### src/rtl/hfla_pkg.sv
// Shared types and constants of the handle free-list allocator.
package hfla_pkg;

  localparam int HANDLE_W = 7;
  localparam int PAY_W    = 32;
  localparam int CNT_W    = 7;

  localparam logic [HANDLE_W-1:0] NULL_LINK = '1;

  typedef enum logic [1:0] {
    REQ_ALLOC  = 2'd0,
    REQ_ASSIGN = 2'd1,
    REQ_FREE   = 2'd2,
    REQ_LOOKUP = 2'd3
  } req_e_t;

  typedef enum logic [1:0] {
    STAT_OK    = 2'd0,
    STAT_FULL  = 2'd1,
    STAT_RANGE = 2'd2,
    STAT_STATE = 2'd3
  } status_e_t;

  typedef enum logic [1:0] {
    ES_FREE     = 2'd0,
    ES_ASSIGNED = 2'd1,
    ES_USED     = 2'd2
  } entry_state_t;

  // One entry of the handle table: its state and its free-list link.
  typedef struct packed {
    entry_state_t        state;
    logic [HANDLE_W-1:0] link;
  } meta_t;

endpackage

### src/rtl/hfla_table.sv
// Handle table memories: entry state with link, entry payload, reset valid bits.
module hfla_table import hfla_pkg::*; #(
  parameter int CAPACITY = 64,
  parameter int AW       = $clog2(CAPACITY)
) (
  input  logic             clk,
  input  logic             rst_n,
  input  logic             rd_en,
  input  logic [AW-1:0]    rd_idx,
  output meta_t            rd_meta,
  output logic [PAY_W-1:0] rd_payload,
  input  logic             wr_en,
  input  logic [AW-1:0]    wr_idx,
  input  meta_t            wr_meta,
  input  logic             pay_we,
  input  logic [PAY_W-1:0] wr_payload
);

  localparam logic [HANDLE_W-1:0] LAST_IDX = HANDLE_W'(CAPACITY - 1);

  meta_t              meta_mem [CAPACITY];
  logic [PAY_W-1:0]   pay_mem  [CAPACITY];
  logic [CAPACITY-1:0] vld_r;

  meta_t              meta_q_r;
  logic [PAY_W-1:0]   pay_q_r;
  logic               rd_vld_r;
  logic [AW-1:0]      rd_idx_r;

  logic [HANDLE_W-1:0] idx_w;
  logic [HANDLE_W-1:0] dflt_link;

  always_ff @(posedge clk) begin
    if (rd_en) begin
      meta_q_r <= meta_mem[rd_idx];
      pay_q_r  <= pay_mem[rd_idx];
      rd_vld_r <= vld_r[rd_idx];
      rd_idx_r <= rd_idx;
    end
    if (wr_en) begin
      meta_mem[wr_idx] <= wr_meta;
    end
    if (pay_we) begin
      pay_mem[wr_idx] <= wr_payload;
    end
  end

  // Valid bits: an entry never written reads as its reset contents.
  always_ff @(posedge clk) begin
    if (!rst_n) begin
      vld_r <= '0;
    end else if (wr_en) begin
      vld_r[wr_idx] <= 1'b1;
    end
  end

  always_comb begin
    idx_w     = HANDLE_W'(rd_idx_r);
    dflt_link = (idx_w == LAST_IDX) ? NULL_LINK : idx_w + HANDLE_W'(1);
    if (rd_vld_r) begin
      rd_meta = meta_q_r;
    end else begin
      rd_meta.state = ES_FREE;
      rd_meta.link  = dflt_link;
    end
  end

  assign rd_payload = pay_q_r;

endmodule

### src/rtl/handle_free_list_allocator.sv
// Top level of the LIFO free-list handle allocator.
// An accepted request has its table read registered, then its result registered in execute.
// A new request is taken only after the last has executed, as each table read is followed
//   by its write-back; the free head and counts from one request feed the next request's read.
// A result waiting on out_ready holds the write-back of the request behind it.
// Reset (rst_n low, synchronous) frees all handles, linked 0 upward; no clearing pass.
module handle_free_list_allocator import hfla_pkg::*; #(
  parameter int CAPACITY = 64
) (
  input  logic                clk,
  input  logic                rst_n,
  input  logic                in_valid,
  output logic                in_ready,
  input  logic [1:0]          in_req_type,
  input  logic [HANDLE_W-1:0] in_handle,
  input  logic [PAY_W-1:0]    in_payload,
  output logic                out_valid,
  input  logic                out_ready,
  output logic [1:0]          out_status,
  output logic [HANDLE_W-1:0] out_result_handle,
  output logic [PAY_W-1:0]    out_result_payload,
  output logic [CNT_W-1:0]    out_free_count,
  output logic [CNT_W-1:0]    out_assigned_count,
  output logic [CNT_W-1:0]    out_used_count
);

  localparam int AW = $clog2(CAPACITY);
  localparam logic [HANDLE_W-1:0] CAP_H   = HANDLE_W'(CAPACITY);
  localparam logic [CNT_W-1:0]    CAP_CNT = CNT_W'(CAPACITY);

  typedef enum logic {
    S_IDLE,
    S_EXEC
  } fsm_t;

  fsm_t                state_r;
  req_e_t              req_r;
  logic [HANDLE_W-1:0] handle_r;
  logic [PAY_W-1:0]    payload_r;

  logic [HANDLE_W-1:0] free_head_r, free_head_nxt;
  logic [CNT_W-1:0]    free_total_r, free_total_nxt;
  logic [CNT_W-1:0]    asg_total_r, asg_total_nxt;
  logic [CNT_W-1:0]    used_total_r, used_total_nxt;

  logic                out_valid_r;
  status_e_t           out_status_r, status_nxt;
  logic [HANDLE_W-1:0] out_handle_r, rh_nxt;
  logic [PAY_W-1:0]    out_payload_r, rp_nxt;

  // Table port signals
  logic                in_fire;
  logic                exec_go;
  logic [AW-1:0]       rd_idx;
  meta_t               rd_meta;
  logic [PAY_W-1:0]    rd_payload;
  logic                wr_req;
  logic [AW-1:0]       wr_idx;
  meta_t               wr_meta;
  logic                pay_req;
  logic                alloc_full;
  logic                range_bad;

  // Accept only between requests; the next read sees the last write-back.
  assign in_ready = (state_r == S_IDLE);
  assign in_fire  = in_valid && in_ready;

  // Execute once the output register is free or being drained this cycle.
  assign exec_go  = (state_r == S_EXEC) && (!out_valid_r || out_ready);

  // Allocate reads the entry at the free head, everything else the named handle.
  assign rd_idx = (req_e_t'(in_req_type) == REQ_ALLOC) ? free_head_r[AW-1:0]
                                                       : in_handle[AW-1:0];

  hfla_table #(
    .CAPACITY (CAPACITY),
    .AW       (AW)
  ) u_table (
    .clk        (clk),
    .rst_n      (rst_n),
    .rd_en      (in_fire),
    .rd_idx     (rd_idx),
    .rd_meta    (rd_meta),
    .rd_payload (rd_payload),
    .wr_en      (wr_req && exec_go),
    .wr_idx     (wr_idx),
    .wr_meta    (wr_meta),
    .pay_we     (pay_req && exec_go),
    .wr_payload (payload_r)
  );

  assign alloc_full = (free_total_r == '0) || (free_head_r >= CAP_H);
  assign range_bad  = (handle_r >= CAP_H);

  // Modify step: decide status, table write-back and the new head and counts.
  always_comb begin
    status_nxt     = STAT_OK;
    rh_nxt         = handle_r;
    rp_nxt         = '0;
    free_head_nxt  = free_head_r;
    free_total_nxt = free_total_r;
    asg_total_nxt  = asg_total_r;
    used_total_nxt = used_total_r;
    wr_req         = 1'b0;
    pay_req        = 1'b0;
    wr_idx         = handle_r[AW-1:0];
    wr_meta        = rd_meta;

    if (req_r == REQ_ALLOC) begin
      if (alloc_full) begin
        status_nxt = STAT_FULL;
      end else begin
        // Pop the head: it moves to its link, the entry becomes assigned.
        free_head_nxt  = rd_meta.link;
        wr_req         = 1'b1;
        wr_idx         = free_head_r[AW-1:0];
        wr_meta.state  = ES_ASSIGNED;
        free_total_nxt = free_total_r - CNT_W'(1);
        asg_total_nxt  = asg_total_r + CNT_W'(1);
        rh_nxt         = free_head_r;
      end
    end else if (range_bad) begin
      status_nxt = STAT_RANGE;
    end else begin
      case (req_r)
        REQ_ASSIGN: begin
          if (rd_meta.state != ES_ASSIGNED) begin
            status_nxt = STAT_STATE;
          end else begin
            wr_req         = 1'b1;
            pay_req        = 1'b1;
            wr_meta.state  = ES_USED;
            asg_total_nxt  = asg_total_r - CNT_W'(1);
            used_total_nxt = used_total_r + CNT_W'(1);
          end
        end
        REQ_FREE: begin
          if (rd_meta.state == ES_ASSIGNED || rd_meta.state == ES_USED) begin
            if (rd_meta.state == ES_ASSIGNED) begin
              asg_total_nxt = asg_total_r - CNT_W'(1);
            end else begin
              used_total_nxt = used_total_r - CNT_W'(1);
            end
            // Push onto the head; an empty list ends with the null link.
            wr_req         = 1'b1;
            wr_meta.state  = ES_FREE;
            wr_meta.link   = (free_total_r == '0) ? NULL_LINK : free_head_r;
            free_head_nxt  = handle_r;
            free_total_nxt = free_total_r + CNT_W'(1);
          end else begin
            status_nxt = STAT_STATE;
          end
        end
        REQ_LOOKUP: begin
          if (rd_meta.state != ES_USED) begin
            status_nxt = STAT_STATE;
          end else begin
            rp_nxt = rd_payload;
          end
        end
        default: begin
          status_nxt = STAT_STATE;
        end
      endcase
    end
  end

  always_ff @(posedge clk) begin
    if (!rst_n) begin
      state_r      <= S_IDLE;
      out_valid_r  <= 1'b0;
      free_head_r  <= '0;
      free_total_r <= CAP_CNT;
      asg_total_r  <= '0;
      used_total_r <= '0;
    end else begin
      // Load a new result, or drop the one taken; both may meet in one cycle.
      if (exec_go) begin
        out_valid_r <= 1'b1;
      end else if (out_ready) begin
        out_valid_r <= 1'b0;
      end
      case (state_r)
        S_IDLE: begin
          if (in_fire) begin
            state_r <= S_EXEC;
          end
        end
        S_EXEC: begin
          if (exec_go) begin
            state_r       <= S_IDLE;
            free_head_r   <= free_head_nxt;
            free_total_r  <= free_total_nxt;
            asg_total_r   <= asg_total_nxt;
            used_total_r  <= used_total_nxt;
            out_status_r  <= status_nxt;
            out_handle_r  <= rh_nxt;
            out_payload_r <= rp_nxt;
          end
        end
        default: begin
          state_r <= S_IDLE;
        end
      endcase
    end
  end

  // Request payload registers
  always_ff @(posedge clk) begin
    if (in_fire) begin
      req_r     <= req_e_t'(in_req_type);
      handle_r  <= in_handle;
      payload_r <= in_payload;
    end
  end

  assign out_valid          = out_valid_r;
  assign out_status         = out_status_r;
  assign out_result_handle  = out_handle_r;
  assign out_result_payload = out_payload_r;
  assign out_free_count     = free_total_r;
  assign out_assigned_count = asg_total_r;
  assign out_used_count     = used_total_r;

`ifndef SYNTHESIS
  // The free, assigned and used counts always add up to the capacity.
  a_counts_sum: assert property (@(posedge clk) disable iff (!rst_n)
    ({2'b00, free_total_r} + {2'b00, asg_total_r} + {2'b00, used_total_r})
      == (CNT_W + 2)'(CAPACITY))
    else $error("state counts do not add up to the capacity");

  // An empty free list is exactly a head past the table.
  a_empty_head: assert property (@(posedge clk) disable iff (!rst_n)
    (free_total_r == '0) == (free_head_r >= CAP_H))
    else $error("free head disagrees with free count");

  // The table is written only while a request executes.
  a_write_exec: assert property (@(posedge clk) disable iff (!rst_n)
    (wr_req && exec_go) |-> (state_r == S_EXEC && !in_ready))
    else $error("table write outside of execute");
`endif

endmodule
### config.mk
export PLATFORM = sky130hd
export DESIGN_NAME = handle_free_list_allocator
export DESIGN_NICKNAME = d
export VERILOG_FILES = /design/src/rtl/hfla_pkg.sv /design/src/rtl/hfla_table.sv /design/src/rtl/handle_free_list_allocator.sv
export SDC_FILE = /design/constraint.sdc
export NUM_CORES = 2
export LEC_CHECK = 0
export BUFFER_PORTS_ARGS = -buffer_cell sky130_fd_sc_hd__buf_2
export CAP_MARGIN = 20
export CELL_PAD_IN_SITES_DETAIL_PLACEMENT = 0
export CELL_PAD_IN_SITES_GLOBAL_PLACEMENT = 2
export CORE_ASPECT_RATIO = 1.2
export CORE_MARGIN = 3
export CORE_UTILIZATION = 30
export DETAILED_ROUTE_END_ITERATION = 8
export PLACE_DENSITY_LB_ADDON = 0.1
export REMOVE_ABC_BUFFERS = 1
export SLEW_MARGIN = 20
export SYNTH_ARGS = -nofsm -noshare
export SYNTH_HDL_FRONTEND = slang
export SYNTH_HIERARCHICAL = 1
export SYNTH_SLANG_ARGS = --single-unit
### constraint.sdc
create_clock -name clk -period 6 [get_ports clk]
set_clock_uncertainty 0.05 [all_clocks]
set_input_delay 0.3 -clock clk [delete_from_list [all_inputs] [get_ports clk]]
set_output_delay 0.3 -clock clk [all_outputs]
set_load 0.02 [all_outputs]
==> results.py <==
metrics = {
    "floorplan": {
        "dieArea_um2": 371300,
        "ios": 109,
        "fp.dieH_um": 666.9,
        "die_w_um": 556.7,
        "coreArea_um2": 362100,
        "num_rows": 242,
        "start_util": 0.3015,
    },
    "synth": {
        "syn-cell-area_um2": 109200,
        "synth_edf_count": 2754,
        "synth_xor_area_frac": 0.001043,
        "syn-instance-count": 5125,
        "async_flop_share": 0,
        "synth-simple-area-share": 0.02543,
        "synth-main-ff-cell": "edfxtp_1",
        "synthAdderAreaFrac": 0.002406,
        "avgSynthCellArea_um2": 21.31,
        "synth.mux.area_fraction": 0.1445,
        "ys_ff_latch": 2848,
        "synth_top_family_by_area": "multiplexers",
        "synth_compound_area_frac": 0.03753,
        "seq_area_frac_synth": 0.7746,
        "yosys_warnings": 6,
        "synth_cell_types": 72,
    },
    "grt": {
        "grt_pass1_vias": 56860,
        "grt_pass1_wl_um": 485800,
        "grt_overflow": 0,
        "grt_max_degree": 80,
        "antenna_found_initial": 13,
        "grt_usage": 0.1886,
    },
    "timing": {
        "layout_min_cycle_time_ns": 5.064,
        "max_freq_mhz": 197.5,
        "slew-limit-headroom": 0.1545,
        "tightestPinTransition_ns": 1.268,
        "rsz0062_at_grt": "false",
        "hold_viol": 0,
        "fin_hold_ws_ns": 0.1254,
        "setup_ws_ns": 0.9363,
        "finalMaxSlewViolations": 0,
        "finalCritPeriodShare": 0.8439,
        "setup_viol": 0,
    },
    "clock_network": {
        "htreeDepth": 5,
        "clk_latency_ns": 0.96,
        "cts_buffer_depth": 4,
        "cts_tree": "done",
        "numClockSinks": 2848,
        "cts_root_buf": "clkbuf_16",
        "post_cts_buffers": 0,
        "cts_resized": 0,
        "clk_pin_slew_ns": 0.06,
        "cts_made_buffers": 314,
        "hold_buffers": 78,
    },
    "pwr": {
        "ir_worst_vdd_mv": 0.2169,
        "p_per_area_nw_per_um2": 342.5,
        "p_leak_nw": 40.00,
        "power_mw": 44.16,
    },
    "placed_design": {
        "dp_hpwl_um": 211100,
        "numPortBuffers": 108,
        "gp_congestion": 0.7542,
        "place_inst": 10020,
        "place_ws_ns": 0.9623,
    },
    "route": {
        "drt.antenna.violating_nets": 0,
        "viasPerCell": 5.047,
        "drc": 0,
        "drt-initial-drc-count": 4557,
        "drtPass1Iterations": 5,
        "vias": 54050,
        "wl_per_cell_um": 33.07,
        "drt_wl_total_um": 354200,
    },
    "min_path": {
        "hp-class": "in -> reg",
    },
    "critical_path": {
        "r2r_slack_ns": 0.94,
        "crit_fanout": 23,
        "crit_chain": "or4_4, nor2_2, or3_1, mux2_2, nand3b_1, inv_1, nand2_1, nor2_4, buf_12",
        "cp_slowest_cell": "nor2_4",
        "worstSetupStartpoint": "out_free_count[1]",
        "r2r_cells": 9,
        "path_class": "reg -> reg",
        "critPathCapture": "u_table/pay_mem[29][8]",
        "start_kind": "flop",
        "crit_path_end_kind": "flop",
        "cp.arrival_ns": 5.63,
        "regToRegEndpoint": "u_table/pay_mem[29][8]",
        "r2r-start": "out_free_count[1]",
        "max_stage_delay_ns": 0.73,
        "required_ns": 6.56,
    },
    "finish": {
        "area_delta_synth_final_pct": 18.07,
        "final_util": 0.3560,
        "fin_nets": 5725,
        "final_cells": 10710,
        "drive_gt1_frac": 0.2855,
    },
    "flow_run": {
        "cap_violations": 0,
    },
    "status": {
        "status": "finished clean",
    },
}
==> critical path, delay by kind of cell, from the launching register on <==
kind,cells,cell delay (ns)
flip-flops,1,0.42
buffers and inverters,2,0.53
AND/OR/NAND/NOR,6,3.13
multiplexers,1,0.52
==> stage by stage <==
stage	area [um2]	TNS [ns]
5_1_grt	128900	0
3_3_place_gp	118000	0
3_5_place_dp	118000	0
2_1_floorplan	107700	-527.25
4_1_cts	128800	0
6_report	128900	0
==> worst min path at each step <==
stage	startpoint	end	slack, ns	depth (start not counted)
3_5_place_dp	u_table/vld_r[62]	u_table/vld_r[62]	0.40	1
4_1_cts	in_handle[3]	handle_r[3]	0.04	2
3_3_place_gp	u_table/vld_r[62]	u_table/vld_r[62]	0.39	1
6_report	in_handle[3]	handle_r[3]	0.13	2
5_1_grt	in_handle[3]	handle_r[3]	0.1	2
2_1_floorplan	in_handle[0]	handle_r[0]	0.35	0
==> logic make-up (layout without fill, tap and decap cells) <==
kind of cell,Yosys count,after routing
AOI/OAI and AO/OA,563,563
DFF,2848,2848
xor gates and xnor gates,13,13
other,0,44
adders and majority gates,21,21
and+or+nand+nor,576,576
buffers and inverters,325,1109
muxes,779,779
==> synthesized netlist by cell type (all sizes together) (33+ instances only) <==
library cell  number  area share
a211oi            43      0.0030
a21oi             43      0.0020
a221oi            49      0.0039
a22oi             90      0.0062
and2              49      0.0028
and3              39      0.0022
buf              174      0.0094
clkbuf           122      0.0042
dfxtp             94       0.017
edfxtp          2754        0.76
mux2              75      0.0077
mux2i             74      0.0068
mux4             630        0.13
nand2            141      0.0048
nor2             189      0.0066
nor2b             33      0.0019
o21a              64      0.0044
o21ai             47      0.0022
o221ai            77      0.0062
o22ai            101      0.0058
==> metal layers <==
layer  global-route usage  routed length, um  vias up
met5                    0                  0        -
met4              0.05195              10160        0
met3              0.02030              12680      393
met2               0.3283             180300     1206
met1               0.2499             151100    29800
li1                     -                  -    22650
==> sequential cells by signal, indices dropped and copies added, names as in the netlist, 2 cells and up <==
signal	count
u_table/meta_mem	576
u_table/vld_r	64
u_table/rd_payload	32
free_head_r	7
out_result_handle	7
payload_r	32
handle_r	7
u_table/rd_idx_r	6
out_status	2
out_result_payload	32
u_table/meta_q_r	9
out_free_count	7
u_table/pay_mem	2048
out_assigned_count	7
out_used_count	7
req_r	2
==> where the power goes <==
group          leakage, nW  switching [mW]  internal, mW  total (mW)
Sequential            25.6          0.0487          22.1        22.1
Clock                 4.88            8.22          10.8        19.0
Combinational         9.51            2.04         0.968        3.01
==> layout make-up <==
type	count	area (um2)
flip-flops and latches	2848	84580
diodes	44	110.1
fillers	33600	233200
inverters	29	108.9
clock buffers	398	8337
well taps	4758	5953
multi-input cells	1952	23700
repair buffers	514	4457
clock inverters	168	1678
==> cells in the final DEF (no fill, tap or decap), drive strengths merged, types with 74 or more instances in the layout <==
cell type    synthesis  final
clkbuf             122    398
clkinv               1    128
mux4               630    630
o221ai              77     77
mux2                75     75
a22oi               90     90
nor2               189    189
mux2i               74     74
nand2              141    141
dlygate4sd3          0     78
buf                174    436
edfxtp            2754   2754
dfxtp               94     94
o22ai              101    101
Note: power is estimated with default switching activity, not from simulation.
